**config.mk**
```make
export PLATFORM = sky130hd
export DESIGN_NAME = row_block_nonzero_offsets_top_flat
export DESIGN_NICKNAME = d
export VERILOG_FILES = /design/src/design/rbno_pkg.sv /design/src/design/rbno_if.sv /design/src/design/rbno_front.sv /design/src/design/rbno_queue.sv /design/src/design/rbno_back.sv /design/src/design/row_block_nonzero_offsets_top.sv /design/src/flat_wrapper.sv
export SDC_FILE = /design/constraint.sdc
export NUM_CORES = 1
export LEC_CHECK = 0
export BUFFER_PORTS_ARGS = -buffer_cell sky130_fd_sc_hd__buf_2
export CAP_MARGIN = 20
export CELL_PAD_IN_SITES_DETAIL_PLACEMENT = 0
export CELL_PAD_IN_SITES_GLOBAL_PLACEMENT = 2
export CORE_ASPECT_RATIO = 1.5
export CORE_MARGIN = 2
export CORE_UTILIZATION = 37
export CTS_CLUSTER_SIZE = 20
export DETAILED_ROUTE_END_ITERATION = 8
export GPL_TIMING_DRIVEN = 0
export PLACE_DENSITY = 0.89
export SKIP_LAST_GASP = 1
export SLEW_MARGIN = 20
export SYNTH_ARGS = -nofsm -noshare
export SYNTH_HDL_FRONTEND = slang
export SYNTH_SLANG_ARGS = --single-unit
```
**constraint.sdc**
```tcl
create_clock -name clock -period 7 [get_ports clock]
set_input_delay 1.4 -clock clock [delete_from_list [all_inputs] [get_ports clock]]
set_output_delay 1.4 -clock clock [all_outputs]
set_load 0.02 [all_outputs]
```
**src/design/rbno_pkg.sv**
```systemverilog
// Shared types and constants of the row block nonzero offset builder.
// Used by the channel interfaces and every module of the block; no dependencies.

package rbno_pkg;

   // Field widths of the channels
   localparam int ROW_INDEX_WIDTH  = 20;
   localparam int OFFSET_WIDTH     = 32;
   localparam int BLOCK_ROWS_WIDTH = 16;
   localparam int ROW_COUNT_WIDTH  = 21;
   localparam int CSR_INDEX_WIDTH  = 8;
   localparam int CSR_DATA_WIDTH   = 32;

   // Sizing of the datapath
   localparam int ROW_WIDTH   = 20;
   localparam int COUNT_WIDTH = 32;
   localparam int MAX_BLOCKS  = 63;

   // Entry index runs 0..MAX_BLOCKS+1
   localparam int BLK_IDX_WIDTH = $clog2(MAX_BLOCKS + 2);

   // Boundary values: row + 1, row count, and (MAX_BLOCKS+1) steps of block_rows, plus margin
   localparam int BW_ROW   = ROW_WIDTH + 1;
   localparam int BW_SPAN  = (BW_ROW > ROW_COUNT_WIDTH) ? BW_ROW : ROW_COUNT_WIDTH;
   localparam int BW_STEP  = BLOCK_ROWS_WIDTH + BLK_IDX_WIDTH;
   localparam int BOUND_WIDTH = ((BW_SPAN > BW_STEP) ? BW_SPAN : BW_STEP) + 1;

   // Queue between front and back
   localparam int QUEUE_DEPTH     = 2;
   localparam int QUEUE_PTR_WIDTH = $clog2(QUEUE_DEPTH);

   // Register indexes
   localparam logic [CSR_INDEX_WIDTH-1:0] CSR_BLOCK_ROWS = CSR_INDEX_WIDTH'(0);
   localparam logic [CSR_INDEX_WIDTH-1:0] CSR_ROW_COUNT  = CSR_INDEX_WIDTH'(1);

   // One classified nonzero, as queued for the back end
   typedef struct packed {
      logic [ROW_WIDTH-1:0]   row;
      logic                   fin;
      logic [BOUND_WIDTH-1:0] span;
   } item_type;

   // Configuration as seen by front and back
   typedef struct packed {
      logic [BLOCK_ROWS_WIDTH-1:0] block_rows;          // never zero
      logic [ROW_COUNT_WIDTH-1:0]  row_count;
      logic                        block_rows_written;  // one-cycle pulse
   } cfg_type;

endpackage

```
**src/design/rbno_if.sv**
```systemverilog
// Channel interfaces of the row block nonzero offset builder: input, result, register write.
// Depends on rbno_pkg.

interface rbno_req_if;
   logic                                  valid;
   logic                                  ready;
   logic [rbno_pkg::ROW_INDEX_WIDTH-1:0]  row_index;
   logic                                  final_nonzero;

   modport source (output valid, output row_index, output final_nonzero, input ready);
   modport sink   (input valid, input row_index, input final_nonzero, output ready);
endinterface

interface rbno_rsp_if;
   logic                               valid;
   logic                               ready;
   logic [rbno_pkg::OFFSET_WIDTH-1:0]  block_offset;
   logic                               run_end;
   logic                               overflow;

   modport source (output valid, output block_offset, output run_end, output overflow,
                   input ready);
   modport sink   (input valid, input block_offset, input run_end, input overflow,
                   output ready);
endinterface

interface rbno_csr_if;
   logic                                  valid;
   logic                                  ready;
   logic [rbno_pkg::CSR_INDEX_WIDTH-1:0]  index;
   logic [rbno_pkg::CSR_DATA_WIDTH-1:0]   data;

   modport source (output valid, output index, output data, input ready);
   modport sink   (input valid, input index, input data, output ready);
endinterface

```
**src/design/rbno_front.sv**
```systemverilog
// Front end: accepts nonzero beats, trims the row and works out the row span for the queue.
// Depends on rbno_pkg and rbno_if.

module rbno_front (
   rbno_req_if.sink                req_ch,
   input  rbno_pkg::cfg_type       cfg,
   input  logic                    q_full,
   output logic                    q_push,
   output rbno_pkg::item_type      q_item
);

   logic [rbno_pkg::ROW_WIDTH-1:0]   row;
   logic [rbno_pkg::BOUND_WIDTH-1:0] row_next;
   logic [rbno_pkg::BOUND_WIDTH-1:0] rows_cfg;

   // Take a beat whenever the queue has room
   assign req_ch.ready = !q_full;
   assign q_push       = req_ch.valid && !q_full;

   // Keep the low row bits; span covers the configured rows and this row
   assign row      = rbno_pkg::ROW_WIDTH'(req_ch.row_index);
   assign row_next = rbno_pkg::BOUND_WIDTH'(row) + rbno_pkg::BOUND_WIDTH'(1);
   assign rows_cfg = rbno_pkg::BOUND_WIDTH'(cfg.row_count);

   assign q_item.row  = row;
   assign q_item.fin  = req_ch.final_nonzero;
   assign q_item.span = (rows_cfg > row_next) ? rows_cfg : row_next;

endmodule

```
**src/design/rbno_queue.sv**
```systemverilog
// Short queue of classified nonzeros between front and back end.
// Depends on rbno_pkg.

module rbno_queue (
   input  logic                  clock,
   input  logic                  reset,
   input  logic                  push,
   input  rbno_pkg::item_type    push_item,
   output logic                  full,
   input  logic                  pop,
   output logic                  not_empty,
   output rbno_pkg::item_type    head
);

   rbno_pkg::item_type                   entries_ff [rbno_pkg::QUEUE_DEPTH];
   logic [rbno_pkg::QUEUE_PTR_WIDTH-1:0] wr_ptr_ff;
   logic [rbno_pkg::QUEUE_PTR_WIDTH-1:0] rd_ptr_ff;
   logic [rbno_pkg::QUEUE_PTR_WIDTH:0]   count_ff;

   assign full      = (count_ff == (rbno_pkg::QUEUE_PTR_WIDTH+1)'(rbno_pkg::QUEUE_DEPTH));
   assign not_empty = (count_ff != '0);
   assign head      = entries_ff[rd_ptr_ff];

   // Store a pushed entry
   always_ff @(posedge clock) begin
      if (push) begin
         entries_ff[wr_ptr_ff] <= push_item;
      end
   end

   // Advance pointers and fill level
   always_ff @(posedge clock) begin
      if (reset) begin
         wr_ptr_ff <= '0;
         rd_ptr_ff <= '0;
         count_ff  <= '0;
      end else begin
         if (push) begin
            wr_ptr_ff <= wr_ptr_ff + rbno_pkg::QUEUE_PTR_WIDTH'(1);
         end
         if (pop) begin
            rd_ptr_ff <= rd_ptr_ff + rbno_pkg::QUEUE_PTR_WIDTH'(1);
         end
         if (push && !pop) begin
            count_ff <= count_ff + (rbno_pkg::QUEUE_PTR_WIDTH+1)'(1);
         end else if (pop && !push) begin
            count_ff <= count_ff - (rbno_pkg::QUEUE_PTR_WIDTH+1)'(1);
         end
      end
   end

   a_fill_bound: assert property (@(posedge clock) disable iff (reset)
      count_ff <= (rbno_pkg::QUEUE_PTR_WIDTH+1)'(rbno_pkg::QUEUE_DEPTH))
      else $error("queue fill level beyond depth");

   a_no_pop_empty: assert property (@(posedge clock) disable iff (reset)
      pop |-> not_empty)
      else $error("queue popped while empty");

endmodule

```
**src/design/rbno_back.sv**
```systemverilog
// Back end: steps the block boundary per queued nonzero and emits offset entries.
// Depends on rbno_pkg and rbno_if.

module rbno_back (
   input  logic                  clock,
   input  logic                  reset,
   input  rbno_pkg::cfg_type     cfg,
   input  logic                  q_not_empty,
   input  rbno_pkg::item_type    q_head,
   output logic                  q_pop,
   rbno_rsp_if.source            rsp_ch
);

   typedef enum logic [1:0] {
      S_IDLE,
      S_LOW,
      S_HIGH,
      S_TAIL
   } state_type;

   localparam int BW = rbno_pkg::BOUND_WIDTH;
   localparam int NW = rbno_pkg::BLK_IDX_WIDTH;
   localparam int CW = rbno_pkg::COUNT_WIDTH;
   localparam int OW = rbno_pkg::OFFSET_WIDTH;

   state_type            state_ff, state_in;
   logic [CW-1:0]        cnt_ff, cnt_in;
   logic [NW-1:0]        nb_ff, nb_in;
   logic [BW-1:0]        nbfr_ff, nbfr_in;
   logic                 ovf_ff, ovf_in;
   logic [BW-1:0]        bound_ff, bound_in;
   logic                 bound_ok_ff, bound_ok_in;
   rbno_pkg::item_type   item_ff, item_in;
   logic                 step_ovf_ff, step_ovf_in;
   logic                 emitted_ff, emitted_in;
   logic                 out_valid_ff, out_valid_in;
   logic [OW-1:0]        out_offset_ff, out_offset_in;
   logic                 out_run_end_ff, out_run_end_in;
   logic                 out_overflow_ff, out_overflow_in;

   logic [BW-1:0]        br;
   logic [NW-1:0]        remain;
   logic [BW-1:0]        prod;
   logic [BW-1:0]        head_row;
   logic [BW-1:0]        item_row;
   logic                 p1_any;
   logic                 p1_ovf;
   logic                 p2_ovf;
   logic                 high_go;
   logic                 out_free;
   logic                 finish;

   assign br       = BW'(cfg.block_rows);
   assign out_free = !out_valid_ff || rsp_ch.ready;

   // Boundary of entry MAX_BLOCKS+1, reached from the current boundary in whole blocks
   assign remain = NW'(rbno_pkg::MAX_BLOCKS + 1) - nb_ff;
   assign prod   = BW'(remain) * br;

   // Predict overflow of this nonzero before any entry leaves
   assign head_row = BW'(q_head.row);
   assign p1_any   = head_row >= nbfr_ff;
   assign p1_ovf   = head_row >= bound_ff;
   assign p2_ovf   = q_head.fin && !p1_ovf && (p1_any || (nbfr_ff >= br))
                     && ((bound_ff - br) < q_head.span);

   assign item_row = BW'(item_ff.row);
   assign high_go  = (nbfr_ff >= br) && ((nbfr_ff - br) < item_ff.span);

   always_comb begin
      state_in        = state_ff;
      cnt_in          = cnt_ff;
      nb_in           = nb_ff;
      nbfr_in         = nbfr_ff;
      ovf_in          = ovf_ff;
      bound_in        = bound_ff;
      bound_ok_in     = bound_ok_ff;
      item_in         = item_ff;
      step_ovf_in     = step_ovf_ff;
      emitted_in      = emitted_ff;
      out_valid_in    = out_valid_ff && !rsp_ch.ready;
      out_offset_in   = out_offset_ff;
      out_run_end_in  = out_run_end_ff;
      out_overflow_in = out_overflow_ff;
      q_pop           = 1'b0;
      finish          = 1'b0;

      unique case (state_ff)
         S_IDLE: begin
            if (!bound_ok_ff) begin
               // Refresh the overflow boundary after reset, a new block size or a new run
               bound_in    = nbfr_ff + prod;
               bound_ok_in = 1'b1;
            end else if (q_not_empty) begin
               q_pop = 1'b1;
               if (ovf_ff) begin
                  // Overflowed run: count only
                  cnt_in = cnt_ff + CW'(1);
                  finish = q_head.fin;
               end else if (!p1_any && !q_head.fin) begin
                  // Same block, nothing to emit
                  cnt_in = cnt_ff + CW'(1);
               end else begin
                  item_in     = q_head;
                  step_ovf_in = p1_ovf || p2_ovf;
                  emitted_in  = 1'b0;
                  state_in    = S_LOW;
               end
            end
         end
         S_LOW: begin
            // Entries whose boundary this row has reached
            if (item_row >= nbfr_ff) begin
               if (nb_ff > NW'(rbno_pkg::MAX_BLOCKS)) begin
                  ovf_in   = 1'b1;
                  cnt_in   = cnt_ff + CW'(1);
                  state_in = S_TAIL;
               end else if (out_free) begin
                  out_valid_in    = 1'b1;
                  out_offset_in   = OW'(cnt_ff);
                  out_run_end_in  = 1'b0;
                  out_overflow_in = step_ovf_ff;
                  nb_in           = nb_ff + NW'(1);
                  nbfr_in         = nbfr_ff + br;
                  emitted_in      = 1'b1;
               end
            end else begin
               cnt_in   = cnt_ff + CW'(1);
               state_in = item_ff.fin ? S_HIGH : S_TAIL;
            end
         end
         S_HIGH: begin
            // Remaining entries up to the end of the row span
            if (high_go) begin
               if (nb_ff > NW'(rbno_pkg::MAX_BLOCKS)) begin
                  ovf_in   = 1'b1;
                  state_in = S_TAIL;
               end else if (out_free) begin
                  out_valid_in    = 1'b1;
                  out_offset_in   = OW'(cnt_ff);
                  out_run_end_in  = !step_ovf_ff && (nbfr_ff >= item_ff.span);
                  out_overflow_in = step_ovf_ff;
                  nb_in           = nb_ff + NW'(1);
                  nbfr_in         = nbfr_ff + br;
                  emitted_in      = 1'b1;
               end
            end else begin
               state_in = S_TAIL;
            end
         end
         S_TAIL: begin
            // Drop a marker if overflow hit before any entry left
            if (ovf_ff && !emitted_ff) begin
               if (out_free) begin
                  out_valid_in    = 1'b1;
                  out_offset_in   = '0;
                  out_run_end_in  = 1'b0;
                  out_overflow_in = 1'b1;
                  emitted_in      = 1'b1;
                  finish          = item_ff.fin;
                  state_in        = S_IDLE;
               end
            end else begin
               finish   = item_ff.fin;
               state_in = S_IDLE;
            end
         end
         default: begin
            state_in = S_IDLE;
         end
      endcase

      // Clear the run after its final nonzero
      if (finish) begin
         cnt_in      = '0;
         nb_in       = '0;
         nbfr_in     = '0;
         ovf_in      = 1'b0;
         bound_ok_in = 1'b0;
      end

      if (cfg.block_rows_written) begin
         bound_ok_in = 1'b0;
      end
   end

   always_ff @(posedge clock) begin
      if (reset) begin
         state_ff     <= S_IDLE;
         cnt_ff       <= '0;
         nb_ff        <= '0;
         nbfr_ff      <= '0;
         ovf_ff       <= 1'b0;
         bound_ok_ff  <= 1'b0;
         step_ovf_ff  <= 1'b0;
         emitted_ff   <= 1'b0;
         out_valid_ff <= 1'b0;
      end else begin
         state_ff     <= state_in;
         cnt_ff       <= cnt_in;
         nb_ff        <= nb_in;
         nbfr_ff      <= nbfr_in;
         ovf_ff       <= ovf_in;
         bound_ok_ff  <= bound_ok_in;
         step_ovf_ff  <= step_ovf_in;
         emitted_ff   <= emitted_in;
         out_valid_ff <= out_valid_in;
      end
      bound_ff        <= bound_in;
      item_ff         <= item_in;
      out_offset_ff   <= out_offset_in;
      out_run_end_ff  <= out_run_end_in;
      out_overflow_ff <= out_overflow_in;
   end

   assign rsp_ch.valid        = out_valid_ff;
   assign rsp_ch.block_offset = out_offset_ff;
   assign rsp_ch.run_end      = out_run_end_ff;
   assign rsp_ch.overflow     = out_overflow_ff;

   a_entry_bound: assert property (@(posedge clock) disable iff (reset)
      nb_ff <= NW'(rbno_pkg::MAX_BLOCKS + 1))
      else $error("entry index beyond overflow limit");

   a_end_not_overflow: assert property (@(posedge clock) disable iff (reset)
      (out_valid_ff && out_run_end_ff) |-> !out_overflow_ff)
      else $error("run end flagged on an overflowed list");

   a_bound_ready: assert property (@(posedge clock) disable iff (reset)
      (state_ff != S_IDLE) |-> bound_ok_ff)
      else $error("stepping with a stale overflow boundary");

   a_predict_match: assert property (@(posedge clock) disable iff (reset)
      (state_ff == S_TAIL) |-> (ovf_ff == step_ovf_ff))
      else $error("overflow prediction differs from stepped result");

endmodule

```
**src/design/row_block_nonzero_offsets_top.sv**
```systemverilog
// Top level of the row block nonzero offset builder: register file, front, queue, back.
// Depends on rbno_pkg, rbno_if, rbno_front, rbno_queue, rbno_back.
// Throughput: one non-final nonzero per cycle while rows stay in the current block and the
// overflow limit is current; a final nonzero or a crossing one holds the back end in its
// low, high (final only) and tail states. A first entry passes the queue, the low state and
// the output register; a block_rows write or a run end first refreshes the overflow limit.
// Reset: block_rows and row_count return to 1, count and block state clear, queue empties.

module row_block_nonzero_offsets_top (
   input  logic         clock,
   input  logic         reset,
   rbno_req_if.sink     req_ch,
   rbno_rsp_if.source   rsp_ch,
   rbno_csr_if.sink     csr_ch
);

   logic [rbno_pkg::BLOCK_ROWS_WIDTH-1:0] block_rows_ff;
   logic [rbno_pkg::ROW_COUNT_WIDTH-1:0]  row_count_ff;
   rbno_pkg::cfg_type                     cfg;
   logic                                  q_push;
   logic                                  q_full;
   logic                                  q_pop;
   logic                                  q_not_empty;
   rbno_pkg::item_type                    q_item;
   rbno_pkg::item_type                    q_head;

   // Register writes are taken at once
   assign csr_ch.ready = 1'b1;

   always_ff @(posedge clock) begin
      if (reset) begin
         block_rows_ff <= rbno_pkg::BLOCK_ROWS_WIDTH'(1);
         row_count_ff  <= rbno_pkg::ROW_COUNT_WIDTH'(1);
      end else if (csr_ch.valid) begin
         unique case (csr_ch.index)
            rbno_pkg::CSR_BLOCK_ROWS: block_rows_ff <= rbno_pkg::BLOCK_ROWS_WIDTH'(csr_ch.data);
            rbno_pkg::CSR_ROW_COUNT:  row_count_ff  <= rbno_pkg::ROW_COUNT_WIDTH'(csr_ch.data);
            default: ;
         endcase
      end
   end

   // A block size of zero acts as one
   assign cfg.block_rows = (block_rows_ff == '0) ? rbno_pkg::BLOCK_ROWS_WIDTH'(1)
                                                 : block_rows_ff;
   assign cfg.row_count  = row_count_ff;
   assign cfg.block_rows_written = csr_ch.valid && (csr_ch.index == rbno_pkg::CSR_BLOCK_ROWS);

   rbno_front u_front (
      .req_ch (req_ch),
      .cfg    (cfg),
      .q_full (q_full),
      .q_push (q_push),
      .q_item (q_item)
   );

   rbno_queue u_queue (
      .clock     (clock),
      .reset     (reset),
      .push      (q_push),
      .push_item (q_item),
      .full      (q_full),
      .pop       (q_pop),
      .not_empty (q_not_empty),
      .head      (q_head)
   );

   rbno_back u_back (
      .clock       (clock),
      .reset       (reset),
      .cfg         (cfg),
      .q_not_empty (q_not_empty),
      .q_head      (q_head),
      .q_pop       (q_pop),
      .rsp_ch      (rsp_ch)
   );

endmodule

```
**src/flat_wrapper.sv**
```systemverilog
// flat-port wrapper written by rule: the top's interface ports become plain ports
module row_block_nonzero_offsets_top_flat 
  (clock, reset, req_ch_valid, req_ch_row_index, req_ch_final_nonzero, req_ch_ready, rsp_ch_valid, rsp_ch_block_offset, rsp_ch_run_end, rsp_ch_overflow, rsp_ch_ready, csr_ch_valid, csr_ch_index, csr_ch_data, csr_ch_ready);
  rbno_req_if req_ch_i ();
  rbno_rsp_if rsp_ch_i ();
  rbno_csr_if csr_ch_i ();
  input  logic clock;
  input  logic reset;
  input wire logic [$bits(req_ch_i.valid)-1:0] req_ch_valid;
  input wire logic [$bits(req_ch_i.row_index)-1:0] req_ch_row_index;
  input wire logic [$bits(req_ch_i.final_nonzero)-1:0] req_ch_final_nonzero;
  output wire logic [$bits(req_ch_i.ready)-1:0] req_ch_ready;
  output wire logic [$bits(rsp_ch_i.valid)-1:0] rsp_ch_valid;
  output wire logic [$bits(rsp_ch_i.block_offset)-1:0] rsp_ch_block_offset;
  output wire logic [$bits(rsp_ch_i.run_end)-1:0] rsp_ch_run_end;
  output wire logic [$bits(rsp_ch_i.overflow)-1:0] rsp_ch_overflow;
  input wire logic [$bits(rsp_ch_i.ready)-1:0] rsp_ch_ready;
  input wire logic [$bits(csr_ch_i.valid)-1:0] csr_ch_valid;
  input wire logic [$bits(csr_ch_i.index)-1:0] csr_ch_index;
  input wire logic [$bits(csr_ch_i.data)-1:0] csr_ch_data;
  output wire logic [$bits(csr_ch_i.ready)-1:0] csr_ch_ready;
  assign req_ch_i.valid = req_ch_valid;
  assign req_ch_i.row_index = req_ch_row_index;
  assign req_ch_i.final_nonzero = req_ch_final_nonzero;
  assign req_ch_ready = req_ch_i.ready;
  assign rsp_ch_valid = rsp_ch_i.valid;
  assign rsp_ch_block_offset = rsp_ch_i.block_offset;
  assign rsp_ch_run_end = rsp_ch_i.run_end;
  assign rsp_ch_overflow = rsp_ch_i.overflow;
  assign rsp_ch_i.ready = rsp_ch_ready;
  assign csr_ch_i.valid = csr_ch_valid;
  assign csr_ch_i.index = csr_ch_index;
  assign csr_ch_i.data = csr_ch_data;
  assign csr_ch_ready = csr_ch_i.ready;
  row_block_nonzero_offsets_top u_core (.clock(clock), .reset(reset), .req_ch(req_ch_i), .rsp_ch(rsp_ch_i), .csr_ch(csr_ch_i));
endmodule
```
; ---- Yosys cells after proc, flatten, opt, wreduce, memory -nomap -nowiden
; Memories as Yosys holds them, arrays and structs flattened. A register that Yosys moved wholly into a read port is not among the register bits.
; Cells that the tools add are included.
[totals]
regBits = 214
mem_bits_rw = 84
input_bits = 66
output_inout_bits = 37
elab_cells = 198
mem_count = 1
[classes]
n_addsub = 12
multipliers = 1
magnitude_cmp = 9
eq_ne = 19
muxes = 87
n_bitwise = 3
n_reduce_logical = 45
[memory_table]
columns = memory, words, word_bits, rd, rd_ports_with_merged_regs, wr, line_no
row1 = u_core.u_queue.entries_ff, 2, 42, 1, 1, 1, rbno_queue.sv:15  ; rbno_pkg::item_type entries_ff [rbno_pkg::QUEUE_DEPTH];
[ops]
columns = operator, count
row1 = $mux W32, 12
row2 = $mux W24, 4
row3 = $pmux W32 S3, 1
row4 = $ge A20 B24 Y1, 3
row5 = $pmux W32 S2, 1
row6 = $lt A24 B24 Y1, 2
row7 = $pmux W24 S2, 1
row8 = $sub A24 B16 Y24, 2
row9 = $mux W1, 43
row10 = $add A32 B1 Y32 const B, 1
row11 = $mux W7, 4
row12 = $add A24 B16 Y24, 1
row13 = $add A24 B23 Y24, 1
row14 = $ge A24 B16 Y1, 1
row15 = $ge A24 B24 Y1, 1
row16 = $mul A7 B16 Y23, 1
row17 = $mux W2, 11
row18 = $add A20 B1 Y21 const B, 1
row19 = $gt A21 B21 Y1, 1
row20 = $mux W21, 1
row21 = $ne A2 B2 Y1 const B, 10
row22 = $reduce_and A5 Y1, 4
row23 = $logic_not A16 Y1, 1
row24 = $mux W16, 1
row25 = 29 further kinds, 67

; ---- Logic depth before layout (Yosys ltp)
; Gate-level depths: netlist of run 1.
[logic_depth]
word_depth = 8
mapped_depth = 29
depth_no_buf = 26

; ---- By module
; A second synthesis of run 1 with hierarchy kept.
[hier_totals]
cells_unflattened = 2438
area_unflattened_um2 = 23512.6
[modules_own_cells]
columns = mod, instances, cells_each, area_each_um2, seq_area_each_um2
row1 = rbno_back, 1, 1917, 16957.5, 4494.3
row2 = rbno_queue, 1, 162, 3469.6, 2802.7
row3 = row_block_nonzero_offsets_top, 1, 172, 1714.1, 740.7
row4 = rbno_front, 1, 187, 1371.3, 0.0

; ---- Worst setup path after synthesis of run 1
; No wires, ideal clock.
[synth_timing]
path_kind = register to register
start = register u_core.block_rows_ff[7] in the netlist's numbering
end = register u_core.u_back.out_offset_ff[0] (netlist: u_core.u_back.rsp_ch.block_offset[0]) (enable)
setup_ps = 423
arrival_ps = 6107
t_required_ps = 6577
slack_ps = 470
stages_incl_launch_ff = 29
path_buffers = 2
period_less_slack_ps = 6530
cell_sequence = dfxtp_1 clkbuf_1 nor4_1 a41oi_1 inv_1 ha_1 inv_1 fa_1 nor2b_1 o211ai_1 o2bb2ai_1 o31a_1 o21bai_1 a21oi_1 o221a_2 and3_1 xnor2_1 ha_1 nand2_1 nor2_1 a211oi_1 o2111ai_1 nand4_1 nor4b_2 a21boi_1 buf_2 inv_1 nand2_1 nor2_1
[synth_via]
elab_chain_cells = 7
word_cells_on_any_way = 8
classes_between = add/sub (1) / order compare (2) / eq/ne (1) / mux (1) / reduce/logical (3)
[synth_lines]
columns = element, line_no
row1 = from (decl), row_block_nonzero_offsets_top.sv:17  ; logic [rbno_pkg::BLOCK_ROWS_WIDTH-1:0] block_rows_ff;
row2 = from (signal assigned), row_block_nonzero_offsets_top.sv:32  ; block_rows_ff <= rbno_pkg::BLOCK_ROWS_WIDTH'(1);
row3 = from (signal assigned), row_block_nonzero_offsets_top.sv:36  ; rbno_pkg::CSR_BLOCK_ROWS: block_rows_ff <= rbno_pkg::BLOCK_ROWS_WIDTH'(csr_ch.data);
row4 = $logic_not A16 Y1, row_block_nonzero_offsets_top.sv:44  ; assign cfg.block_rows = (block_rows_ff == '0) ? rbno_pkg::BLOCK_ROWS_WIDTH'(1)
row5 = $mux W16 (*), row_block_nonzero_offsets_top.sv:44
row6 = $sub A24 B16 Y24, rbno_back.sv:68  ; assign high_go = (nbfr_ff >= br) && ((nbfr_ff - br) < item_ff.span);
row7 = $lt A24 B24 Y1, rbno_back.sv:68
row8 = $logic_and A1 B1 Y1 (*), rbno_back.sv:68
row9 = $ne A2 B2 Y1 (no source line) (*), --
row10 = $reduce_and A5 Y1 (no source line) (*), --
row11 = to (signal assigned), rbno_back.sv:211  ; out_offset_ff <= out_offset_in;
row12 = to (decl), rbno_back.sv:37  ; logic [OW-1:0] out_offset_ff, out_offset_in;
; Mark *: on every way between the ends. The rest lies on a longest branch, timed or not.
; A chain may end at the register's enable or synchronous reset.

; ---- Worst setup path after layout of run 1
[layout_timing]
start = register u_core.block_rows_ff[4] in the netlist's numbering
end = register u_core.u_back.nbfr_ff[14]
[layout_via]
elab_chain_cells = 7
word_cells_on_any_way = 14
classes_between = add/sub (2) / order compare (2) / eq/ne (1) / mux (6) / reduce/logical (3)
[layout_lines]
columns = element, line_no
row1 = $logic_not A16 Y1, row_block_nonzero_offsets_top.sv:44
row2 = $mux W16 (*), row_block_nonzero_offsets_top.sv:44
row3 = $sub A24 B16 Y24 / $add A24 B16 Y24 (equally long branches), "rbno_back.sv:68, rbno_back.sv:124, rbno_back.sv:144"
row4 = $lt A24 B24 Y1 / $mux W24 (equally long branches), "rbno_back.sv:68, rbno_back.sv:118, rbno_back.sv:138"
row5 = $logic_and A1 B1 Y1 / $mux W24 (equally long branches), "rbno_back.sv:68, rbno_back.sv:135"
row6 = "$ne A2 B2 Y1 (no source line), or another cell as far along", --
row7 = $reduce_and A3 Y1 (no source line) / $pmux W24 S2 (equally long branches), --
row8 = to (signal assigned), rbno_back.sv:202  ; nbfr_ff <= nbfr_in;
row9 = to (decl), rbno_back.sv:29  ; logic [BW-1:0] nbfr_ff, nbfr_in;
; Mark *: on every way between the ends. The rest lies on a longest branch, timed or not. The select of a mux whose other input is x is not followed.

==> flow_summary.toml, run 1 <==
[synthesis]
synth_fa_ha_area_share_pct = 22.4
synth-xor-area-share_pct = 5.07
synth_cells = 2308
synth_edf_count = 184
async_reset_ff_share_pct = 0
synthSimpleGateAreaFrac_pct = 15.3
yosysWarningCount = 0
netlist.area_leader.share_pct = 25.0
synth_common_cells = "inv_1 (260), ha_1 (247), nor2_1 (204), nand2_1 (190), edfxtp_1 (184)"
synth_top_cell_by_area = "edfxtp_1"
synth.ff_latch_count = 296
synth.distinct_cells = 81
synth_fp_nets = 2714
synth_flop_cell = "edfxtp_1"
synth.most_common_cell = "inv_1"
syn_area_um2 = 22100
syn_area_per_cell_um2 = 9.59
synthTopCellsByArea = "edfxtp_1 (25%), ha_1 (14%), dfxtp_1 (10%), fa_1 (8.4%), inv_1 (4.4%)"
synth-compound-area-share_pct = 11.0
synth_top_family_by_area = "adder cells"
synthMuxAreaShare_pct = 4.94
ys_seq_area_share_pct = 35.1

[timing]
holdWs_ps = 471
fin_setup_tns_ps = 0
fin_skew_ps = 18.2
tightest_slew_ps = 1170
drv_slew = 0
max_slew_margin_pct = 21.8
min_period_over_period_pct = 95.9
min_period_ps = 6710
setup_viol = 0
hold_violations = 0
fmax_mhz = 149
setup_ws_ps = 288

[power_and_ir_drop]
ir_worst_vdd_v = 0.000199
power_frac_clock_pct = 21.0
p_per_area_nw_per_um2 = 325
power_frac_comb_pct = 48.3
power_switching_mw = 3.35
power_leakage_nw = 10.5
power.total_mw = 8.10
p_seq_share_pct = 30.8
netSwitchingFraction_pct = 41.4
p_int_mw = 4.75

[layout]
drive_gt1_share_pct = 9.45
area_delta_synth_final_pct = 12.7
final_nets = 2846
antenna_cells = 0
final_util_pct = 42.2
nFillCells = 5769

[placement]
place_ws_ps = -881
dp_hpwl_um = 51800
place.gp.congestion = 0.932
io_buffer_count = 89

[critical_path]
worstSetupPathType = "reg2reg"
r2r_slack_ps = 290
path_max_fanout = 10
critPathSlowestCell = "dfxtp_1"
end_kind = "register"
required_ps = 7460
startpoint_type = "register"
crit_arrival_ps = 7170
critPathMaxStageDelay_ps = 490

[floorplanning]
core_area_um2 = 59100
rows = 109
fp.dieH_um = 303
die-area_um2 = 61800
start_util_pct = 37.5
die_x_um = 204
ios = 103

[hold_path]
hp-class = "reg2reg"

[grt]
grt_pass1_vias = 18006
grt_max_degree = 34
gr-total-overflow = 0
grt_pass1_wl_um = 98600
grtUsageTotal_pct = 20.7
antenna_found_initial = 0

[routing]
drtAntennaViolNets = 0
vias = 16929
first_pass_iters = 6
wire_per_inst_um = 19.4
dr.first_iter.drc_count = 631
viasPerCell = 5.22
drc = 0
wl_um = 62800

[run]
maxCapViolations = 0

[clock_tree]
cts_tree = "yes"
insertion_delay_ps = 610
cts_root_buf = "clkbuf_16"
clock_path_buffers = 3
htree_levels = 1
numCtsBuffers = 31
hold_buffers = 0
cts.clk_slew.worst_paths_ps = 70
cts_sinks = 296

[status]
status = "complete, no violations"
[placed cells by master, fill, tap and decap left out, types with 7 or more instances in the layout]
| cell type | instances |
|---|---|
| nand3_1 | 44 |
| a31oi_1 | 11 |
| and4_1 | 8 |
| o21a_1 | 10 |
| mux2i_1 | 83 |
| buf_4 | 10 |
| a21oi_1 | 128 |
| xnor2_1 | 78 |
| mux2_2 | 22 |
| xor2_1 | 45 |
| fa_1 | 93 |
| nand4_1 | 37 |
| a211oi_1 | 26 |
| inv_1 | 259 |
| buf_1 | 7 |
| and2_1 | 67 |
| clkbuf_16 | 31 |
| and3_1 | 18 |
| nand2b_1 | 12 |
| nor2_1 | 200 |
| buf_2 | 92 |
| nor3_1 | 34 |
| nand2_1 | 190 |
| a21o_1 | 46 |
| o21ai_0 | 63 |
| clkbuf_1 | 81 |
| o21bai_1 | 13 |
| nor2b_1 | 25 |
| o211ai_1 | 14 |
| or3_1 | 17 |
| dfxtp_1 | 111 |
| ha_1 | 247 |
| nor4_1 | 14 |
| edfxtp_1 | 184 |
[path summary, 6_finish.rpt]
check	end	depth (start not counted)	start
max	u_core.u_back.nbfr_ff[14]$_SDFFE_PP0P_	28	u_core.block_rows_ff[4]$_SDFFE_PP0P_
min	u_core.row_count_ff[0]$_SDFFE_PP1P_	1	u_core.row_count_ff[0]$_SDFFE_PP1P_
min reg2reg	u_core.row_count_ff[0]$_SDFFE_PP1P_	1	u_core.row_count_ff[0]$_SDFFE_PP1P_
max reg2reg	u_core.u_back.nbfr_ff[14]$_SDFFE_PP0P_	28	u_core.block_rows_ff[4]$_SDFFE_PP0P_
[stage by stage]
stage / area (µm²) / instances
4_1_cts: 24800 / 3240
2_1_floorplan: 22100 / 2308
3_5_place_dp: 23700 / 3180
5_1_grt: 24900 / 3242
3_3_place_gp: 23500 / 3174
6_report: 24900 / 3242
[layout make-up]
| class | count | area (µm²) | share of cell area (%) |
|---|---|---|---|
| multi-input combinational | 1653 | 13100 | 52.7 |
| clock inverter | 19 | 193 | 0.773 |
| timing repair buffer | 103 | 653 | 2.62 |
| inverter | 261 | 983 | 3.95 |
| clock buffer | 39 | 846 | 3.39 |
| sequential | 296 | 7770 | 31.2 |
| buffer | 94 | 373 | 1.50 |
| tap | 777 | 972 | 3.90 |
[worst max-delay path: cells and delay by family, from the launching register on]
family | cells | cell delay (ps)
xor gates and xnor gates | 1 | 120
adders and majority gates | 3 | 850
buffers and inverters | 4 | 810
AOI/OAI and AO/OA | 11 | 2480
and+or+nand+nor | 9 | 1810
DFF | 1 | 490
[cells by family (layout without fill, tap and decap cells)]
group,after synthesis,after routing
mux,106,106
fa+ha+maj,340,340
simple gates,701,701
xor+xnor,128,128
buf+inv,359,516
compound gates,377,377
flops,296,296
other cells,1,1
[sequential cells by signal (all words and copies together) (netlist names), 2 cells and up, named ones only]
name / count
u_core.u_back.rsp_ch.block_offset: 32
u_core.block_rows_ff: 16
u_core.u_back.cnt_ff: 32
u_core.u_queue.count_ff: 2
u_core.u_queue.entries_ff: 84
u_core.u_back.item_ff: 42
u_core.u_back.nb_ff: 7
u_core.u_back.bound_ff: 24
u_core.u_back.nbfr_ff: 24
u_core.row_count_ff: 21
u_core.u_back.state_ff: 2
[power groups by stage]
stage | sequential (mW) | clock [mW] | combinational, mW
2_1_floorplan | 2.60 | 0 | 2.45
3_3_place_gp | 2.54 | 0 | 3.65
3_5_place_dp | 2.53 | 0 | 3.81
4_1_cts | 2.49 | 1.74 | 3.89
5_1_grt | 2.53 | 1.81 | 4.33
6_report | 2.49 | 1.70 | 3.91
[what timing repair did]
item,CTS,global route
pin swaps,2,2
resized for setup,14,11
buffers inserted,2,6
setup endpoints to repair,75,68
[metal layers]
metal  vias to the layer above  global-route usage [%]  part of all wire (%)
met3                       128                    1.67                   3.3
met5                         -                       0                     0
met2                       390                    41.2                    55
met1                      8156                    21.8                    37
met4                         0                    9.52                   4.7
li1                       8255                       -                     -
Note: power is estimated with default switching activity, not from simulation.
==> run 2: changes to the inputs <==
--- a/config.mk
+++ b/config.mk
@@ -11,11 +11,11 @@
 export CELL_PAD_IN_SITES_GLOBAL_PLACEMENT = 2
 export CORE_ASPECT_RATIO = 1.5
 export CORE_MARGIN = 2
-export CORE_UTILIZATION = 37
+export CORE_UTILIZATION = 36
 export CTS_CLUSTER_SIZE = 20
 export DETAILED_ROUTE_END_ITERATION = 8
 export GPL_TIMING_DRIVEN = 0
-export PLACE_DENSITY = 0.89
+export PLACE_DENSITY = 0.87
 export SKIP_LAST_GASP = 1
 export SLEW_MARGIN = 20
 export SYNTH_ARGS = -nofsm -noshare
==> run 2 against run 1 <==
  * Via count down 0.22%
  * Critical path type unchanged
  * Utilization down 1.3 points
  * Flip-flop and latch count unchanged
  * Setup slack better by 28 ps
  * Critical endpoint is now u_core.u_back.nbfr_ff[7]$_SDFFE_PP0P_
  * Register-to-register slack better by 30 ps
  * Combinational power about the same
  * Highest routed layer unchanged
  * Sequential power about the same
  * First-iteration DRC count up 0.63%
==> flow_summary.toml, run 2 (synthesis results as in run 1) <==
[status]
status = "complete, no violations"

[clock_tree]
cts.clk_slew.worst_paths_ps = 60
insertion_delay_ps = 620
numCtsBuffers = 31
htree_levels = 1
cts_root_buf = "clkbuf_16"
hold_buffers = 0
cts_tree = "yes"
clock_path_buffers = 3
cts_sinks = 296

[timing]
fmax_mhz = 150
tightest_slew_ps = 1140
hold_violations = 0
holdWs_ps = 482
setup_viol = 0
drv_slew = 0
min_period_ps = 6680
setup_ws_ps = 315
fin_skew_ps = 35.4
max_slew_margin_pct = 23.9
rsz0062_at_grt = "no"
min_period_over_period_pct = 95.5

[floorplanning]
core_area_um2 = 61000
start_util_pct = 36.3
ios = 103
rows = 111
die_x_um = 206
die-area_um2 = 63500
fp.dieH_um = 308

[layout]
multi_input_area_um2 = 13200
nFillCells = 5975
final_nets = 2845
area_delta_synth_final_pct = 12.7
drive_gt1_share_pct = 9.29
mostFrequentLayoutCell = "inv_1"
ff_latch_area_um2 = 7770
regMostFlops = "u_core.u_queue.entries_ff"
stdcell_count = 3255
top_regs = "u_core.u_queue.entries_ff (84), u_core.u_back.item_ff (42)"
antenna_cells = 0
final_util_pct = 40.9
final_cell_mix = "inv_1 (259), ha_1 (247), nor2_1 (200)"
largest_reg_flops = 84

[placement]
dp_cells = 3194
io_buffer_count = 89
dp_hpwl_um = 52400
place.gp.congestion = 0.927
place_ws_ps = -946

[grt]
grt_pass1_wl_um = 99700
met3_usage_pct = 2.03
grt_pass1_vias = 18255
grtUsageTotal_pct = 20.5
antenna_found_initial = 0
gr-usage-met2_pct = 39.9
busiest_layer = "met2"
met1_usage_pct = 21.4
grt_max_degree = 33
gr-total-overflow = 0

[routing]
wire_per_inst_um = 19.6
wl_um = 63700
drtAntennaViolNets = 0
drc = 0
dr.first_iter.drc_count = 635
vias = 16891
viasPerCell = 5.19
first_pass_iters = 5

[power_and_ir_drop]
p_per_area_nw_per_um2 = 324
power_leakage_nw = 10.5
power_switching_mw = 3.38
power_frac_clock_pct = 20.5
netSwitchingFraction_pct = 41.9
power_frac_comb_pct = 48.6
ir_worst_vdd_v = 0.000188
p_seq_share_pct = 30.9
p_int_mw = 4.69
power.total_mw = 8.07

[critical_path]
reg2reg_from = "u_core.block_rows_ff[3]$_SDFFE_PP0P_"
crit_buf_inv = 4
critPathMaxStageDelay_ps = 510
required_ps = 7460
crit_arrival_ps = 7150
startpoint_type = "register"
crit_family = "compound AO/OA/AOI/OAI gates"
r2r_slack_ps = 320
worstSetupPathType = "reg2reg"
end_kind = "register"
rr_endpoint = "u_core.u_back.nbfr_ff[7]$_SDFFE_PP0P_"
path_max_fanout = 10
critPathSlowestCell = "dfxtp_1"
rr_worst_depth = 28

[hold_path]
whs_path_depth = 1
min_to = "u_core.row_count_ff[0]$_SDFFE_PP1P_"
hp-start = "u_core.row_count_ff[0]$_SDFFE_PP1P_"
hp-class = "reg2reg"

[run]
maxCapViolations = 0
-- run 2: changes by cell type in the layout (fill, tap and decap cells not counted), sizes merged --
cell	change
clkbuf	-4
clkinv	+2
buf	+1
bufinv	-1
clkinvlp	+1
-- run 2: worst max path at each step --
| stage | to | slack [ps] | cells past startpoint | startpoint |
|---|---|---|---|---|
| after global placement | u_core.u_back.rsp_ch.block_offset[20]$_SDFFCE_PP0P_ | -2260 | 28 | u_core.block_rows_ff[14]$_SDFFE_PP0P_ |
| final | u_core.u_back.nbfr_ff[7]$_SDFFE_PP0P_ | 320 | 28 | u_core.block_rows_ff[3]$_SDFFE_PP0P_ |
| after CTS | u_core.u_back.nbfr_ff[7]$_SDFFE_PP0P_ | 30 | 29 | u_core.block_rows_ff[4]$_SDFFE_PP0P_ |
| after global routing | u_core.u_back.bound_ff[22]$_DFFE_PP_ | 10 | 23 | u_core.u_back.nb_ff[2]$_SDFFE_PP0P_ |
| after detailed placement | u_core.u_back.rsp_ch.block_offset[21]$_SDFFCE_PP0P_ | -950 | 29 | u_core.block_rows_ff[14]$_SDFFE_PP0P_ |
| after floorplan | u_core.u_back.rsp_ch.block_offset[0]$_SDFFCE_PP0P_ | 470 | 28 | u_core.block_rows_ff[7]$_SDFFE_PP0P_ |
-- run 2: layout make-up --
cell class	count	share of cell area [%]
Tap cell	791	3.97
Buffer	94	1.50
Timing Repair Buffer	102	2.59
Inverter	261	3.94
Sequential cell	296	31.2
Clock buffer	37	3.29
Multi-Input combinational cell	1653	52.9
Clock inverter	21	0.698
-- run 2: power groups by stage --
stage / sequential [mW] / clock, mW / combinational (mW)
after floorplan: 2.60 / 0 / 2.45
after global placement: 2.54 / 0 / 3.66
after detailed placement: 2.53 / 0 / 3.83
after CTS: 2.49 / 1.71 / 3.90
after global routing: 2.52 / 1.76 / 4.35
final: 2.49 / 1.65 / 3.92
-- run 2: timing repair --
action,in CTS,in global routing
setup endpoints to repair,75,66
gates resized for setup,16,16
gates cloned,0,0
pin swaps,2,2
setup buffers,2,5
-- run 2: per-layer routing --
metal / up-vias / wire length (µm)
met2: 370 / 34800
met4: 0 / 3300
met3: 143 / 2000
met1: 8144 / 23600
li1: 8234 / -
met5: - / 0
-- run 2: per-stage QoR --
stage	setup TNS, ps	instance area, µm²
finish	0	24900
global route	0	24900
CTS	0	24800
detailed placement	-52960	23700
global placement	-131130	23600
floorplan	0	22100
